[src/ia_pkg.sv]
// Package with the word types and arithmetic helpers of the affine inverse.
package ia_pkg;
    typedef struct packed {
        logic signed [31:0] in_a00;
        logic signed [31:0] in_a01;
        logic signed [31:0] in_a02;
        logic signed [31:0] in_a10;
        logic signed [31:0] in_a11;
        logic signed [31:0] in_a12;
        logic signed [31:0] in_a20;
        logic signed [31:0] in_a21;
        logic signed [31:0] in_a22;
        logic signed [31:0] in_t0;
        logic signed [31:0] in_t1;
        logic signed [31:0] in_t2;
    } t_in_word;

    typedef struct packed {
        logic signed [31:0] inv_a00;
        logic signed [31:0] inv_a01;
        logic signed [31:0] inv_a02;
        logic signed [31:0] inv_a10;
        logic signed [31:0] inv_a11;
        logic signed [31:0] inv_a12;
        logic signed [31:0] inv_a20;
        logic signed [31:0] inv_a21;
        logic signed [31:0] inv_a22;
        logic signed [31:0] inv_t0;
        logic signed [31:0] inv_t1;
        logic signed [31:0] inv_t2;
    } t_out_word;

    // Clamp a 72-bit signed value to the signed 32-bit range.
    function automatic logic signed [31:0] sat32(input logic signed [71:0] v);
        logic signed [71:0] hi;
        logic signed [71:0] lo;
        begin
            hi = 72'sh7FFFFFFF;
            lo = -72'sh80000000;
            if (v > hi) sat32 = 32'sh7FFFFFFF;
            else if (v < lo) sat32 = 32'sh80000000;
            else sat32 = v[31:0];
        end
    endfunction
endpackage

[src/ia_queue.sv]
// Short queue between the front end and the back end.
module ia_queue import ia_pkg::*; (
    input  logic        i_clk,
    input  logic        i_rst_n,
    input  logic        i_push,
    input  t_in_word    i_word,
    input  logic signed [31:0] i_min [9],
    output logic        o_vld,
    output t_in_word    o_word,
    output logic signed [31:0] o_min [9]
);
    // Back end never stalls, so the queue is a single register stage.
    t_in_word r_word;
    logic signed [31:0] r_min [9];
    logic r_vld;

    always_ff @(posedge i_clk) begin
        if (i_push) begin
            r_word <= i_word;
            r_min <= i_min;
        end
        if (!i_rst_n) r_vld <= 1'b0;
        else r_vld <= i_push;
    end

    assign o_vld = r_vld;
    assign o_word = r_word;
    assign o_min = r_min;
endmodule

[config.mk]
export PLATFORM = sky130hd
export DESIGN_NAME = ia_queue
export DESIGN_NICKNAME = d
export VERILOG_FILES = /design/src/ia_pkg.sv /design/src/ia_queue.sv
export SDC_FILE = /design/constraint.sdc
export NUM_CORES = 1
export LEC_CHECK = 0
export BUFFER_PORTS_ARGS = -buffer_cell sky130_fd_sc_hd__buf_4
export CORE_AREA = 2 2 527 529
export DETAILED_ROUTE_END_ITERATION = 8
export DIE_AREA = 0 0 529 531
export PLACE_DENSITY_LB_ADDON = 0.05
export SETUP_SLACK_MARGIN = 0.3
export SYNTH_ARGS = -nofsm -noshare
export SYNTH_HDL_FRONTEND = slang
export SYNTH_SLANG_ARGS = --single-unit
export TNS_END_PERCENT = 20
[constraint.sdc]
create_clock -name i_clk -period 0.8 [get_ports i_clk]
set_input_delay 0.04 -clock i_clk [delete_from_list [all_inputs] [get_ports i_clk]]
set_output_delay 0.04 -clock i_clk [all_outputs]
set_load 0.02 [all_outputs]
# Word-level counts from Yosys, hierarchy flattened
# Index checks and enable logic that the tools add are counted.
# Widths: inputs -> output; s select.
[totals]
register_bits = 673

# Depth between registers and ports, before layout
[logic_depth]
word_depth = 0
mapped_depth = 1

# Worst setup path before layout
# Ideal clock, no wire load.
[synth_timing]
path_kind = "flip-flop to output port"
from = "reg r_min, in the netlist o_min[0]"
to = "out o_min[0] (netlist bit)"
arrival_time_ns = 0.449
t_required_ns = 0.760
setup_slack_ns = 0.311
path_stages_with_launch = 1
path_buffers = 0
cell_sequence = "edfxtp_1"
[synth_lines]
columns = ["item", "line_no", "source"]
rows = [
  ["from (decl)", "ia_queue.sv:14", "logic signed [31:0] r_min [9];"],
  ["from (signal assigned)", "ia_queue.sv:20", "r_min <= i_min;"],
  ["to (decl)", "ia_queue.sv:10", "output logic signed [31:0] o_min [9]"],
]
# No word-level cell between the ends.

# Final worst setup path
[layout_timing]
from = "reg r_word, in the netlist o_word[144]"
to = "out o_word[144] (netlist bit)"
[layout_lines]
columns = ["item", "line_no", "source"]
rows = [
  ["from (decl)", "ia_queue.sv:13", "t_in_word r_word;"],
  ["from (signal assigned)", "ia_queue.sv:19", "r_word <= i_word;"],
  ["to (decl)", "ia_queue.sv:9", "output t_in_word o_word,"],
]
# No word-level cell between the ends.

==> impl_metrics.yaml <==
synthesis:
  synth-edff-count: 672
  synth_flop_cell: "edfxtp_1"
  synth.avg_cell_area_um2: 30.0
  synth.area.top_cells: "edfxtp_1 100%, dfxtp_1 0.099%, and2_1 0.031%"
  ys_types: 3
  synth.most_common_cell: "edfxtp_1"
  synth_fp_nets: 1349
  synth_seq_cells: 673
  synth_area_um2: 20200
  syn_inst: 674
  ys_warn_count: 0
  async_flop_share: 0
  yosysTopAreaCell: "edfxtp_1"
  yosysTopAreaCellShare: 0.999
  ys_seq_area_frac: 1.00
  synthTopCellsByCount: "672 x edfxtp_1, 1 x and2_1, 1 x dfxtp_1"
setup_path:
  cp_data_required_time_ns: 0.76
  cp_top_family: "flip-flops"
  cp-start-kind: "flop"
  cp.buffers_inverters: 1
  cp_slowest_stage_delay_ns: 0.47
  arrival_ns: 1.35
  crit_chain: "buf_6"
  end_kind: "output pin"
  crit_fanout: 1
  cpMaxStageDelayCell: "edfxtp_1"
  path_class: "reg2out"
power_and_ir_drop:
  switching_power_mw: 26.8
  clkPwrFrac: 0.399
  seqPwrFrac: 0.428
  vdd_ir_drop_max_mv: 1.55
  p_sw_frac: 0.264
  power.density_nw_per_um2: 2130
  p_int_mw: 74.6
  p_comb_frac: 0.173
  leakage_nw: 18.4
routing:
  drtAntennaViolNets: 0
  wl_per_cell_um: 20.1
  drt-pass1-iter-count: 4
  routed_wl_um: 132000
  routed-via-count: 16000
  remaining_drc_errors: 0
  drt_iter0_markers: 606
  vias_per_cell: 2.44
sta:
  max_slew_margin: 0.778
  period_needed_ns: 1.39
  holdWs_ns: -0.187
  fmax_mhz: 718
  worst_pin_slew_ns: 0.334
  rsz0062_at_grt: "yes"
  setup_viol: 673
  fin_crit_sh: 1.74
  maxSlewViolCount: 0
  timing.final.ws_setup_ns: -0.593
  hold_viol_final: 12
clock_network:
  clock_path_buffers: 3
  cts_tree: "built"
  cts_made_buffers: 96
  path_clk_slew_ns: 0.06
  cts_sinks: 673
  root_buffer: "clkbuf_16"
  post_cts_buffers: 0
  htreeDepth: 3
  hold_buffers: 673
hold_path:
  worstHoldEndpoint: "o_word[283]$_DFFE_PP_"
  hp-start: "i_push"
  hold_depth: 2
  hold_path_class: "in2reg"
outcome:
  outcome: "complete, but fails checks"
  violations: "hold timing, setup timing"
floorplan:
  io_pins: 1348
  die_h_um: 531
  die_area_um2: 281000
  coreArea_um2: 275000
  start_util: 0.0734
  die-width_um: 529
  std_cell_rows: 193
placed_design:
  port_buffers: 1347
  globalplace.congestion: 0.783
  place_ws_ns: -0.371
  dp.cells: 5676
  placed_area_um2: 35400
  dpl.hpwl_um: 111000
global_route:
  antenna_found_initial: 70
  grt_usage: 0.0898
  grt_pass1_wl_um: 169000
  grt_pass1_vias: 18300
  grt_start_max_net_pins: 51
  grt_overflow: 0
final_layout:
  fillers: 30300
  finalInstanceArea_um2: 47600
  drive_above_1_share: 0.521
  nNetsFinal: 3515
  instances_no_fill: 6557
  area_growth_syn_to_layout_pct: 135
flow_run:
  maxCapViolCount: 0
cell type report:
cell class	count	area, um2	share of cell area
timing repair buffer	2068	19900	0.418
clock buffer	120	2510	0.0528
multi-input combinational	1	6.26	0.000132
sequential	673	20200	0.425
clock inverter	54	359	0.00755
tap	3607	4510	0.0949
antenna	34	85.1	0.00179
per-stage QoR:
stage          TNS (ns)  total power [mW]   util  hold WS (ns)
2_1_floorplan         0              47.1      -         0.139
3_3_place_gp    -134.29              57.1  0.129         0.218
3_5_place_dp    -142.72              56.9  0.129         0.219
4_1_cts         -395.01               104  0.171        -0.269
5_1_grt         -379.56               106  0.173        -0.239
6_report        -311.39               101  0.173        -0.187
routing by layer:
metal	part of all wire	routed length (um)	GRT usage	up-vias
met5	0.0016	208	0	-
met4	0.029	3880	0.0277	28
met3	0.12	16000	0.0495	219
met2	0.50	66400	0.160	976
met1	0.34	45600	0.0884	7605
li1	-	-	-	7196
sequential cells by signal, indices dropped and copies added, names as in the netlist:
register and cells:
o_min 288, o_vld 1, o_word 384
placed cells by master (no fill, tap or decap), types with 15 or more instances in the layout:
master	instances
buf_6	661
clkinv_1	28
clkbuf_16	97
clkinv_2	15
buf_4	718
clkbuf_1	23
edfxtp_1	672
buf_12	15
diode_2	34
dlygate4sd3_1	673
repair_timing:
action,in CTS,in global routing
endpoints found under the setup margin,673,673
hold endpoints to repair,1058,146
resized for setup,532,130
pin swaps,0,0
power by group through the flow:
stage | registers (mW) | clock network [mW] | logic (mW)
5_1_grt | 43.7 | 43.9 | 18.5
3_5_place_dp | 43.6 | 0 | 13.3
3_3_place_gp | 43.7 | 0 | 13.4
4_1_cts | 43.4 | 43.0 | 17.8
6_report | 43.4 | 40.5 | 17.5
2_1_floorplan | 47.1 | 0 | 0.00160
logic make-up (layout without fill, tap and decap cells):
logic type / Yosys count / in the layout / share of synthesized area
DFF: 673 / 673 / 1.00
and+or+nand+nor: 1 / 1 / 0.000310
other: 0 / 34 / 0
buffers and inverters: 0 / 2242 / 0
worst max path at each step:
stage,start,to,slack [ns],cells after the start
after global placement,i_push,o_word[138]$_DFFE_PP_,-0.36,4
after global routing,o_word[144]$_DFFE_PP_,o_word[144],-0.74,1
after detailed placement,i_push,o_word[180]$_DFFE_PP_,-0.37,4
after CTS,o_word[144]$_DFFE_PP_,o_word[144],-0.79,1
after floorplan,o_min[0]$_DFFE_PP_,o_min[0],0.31,0
final,o_word[144]$_DFFE_PP_,o_word[144],-0.59,1
Power figures use the tool's default switching activity.
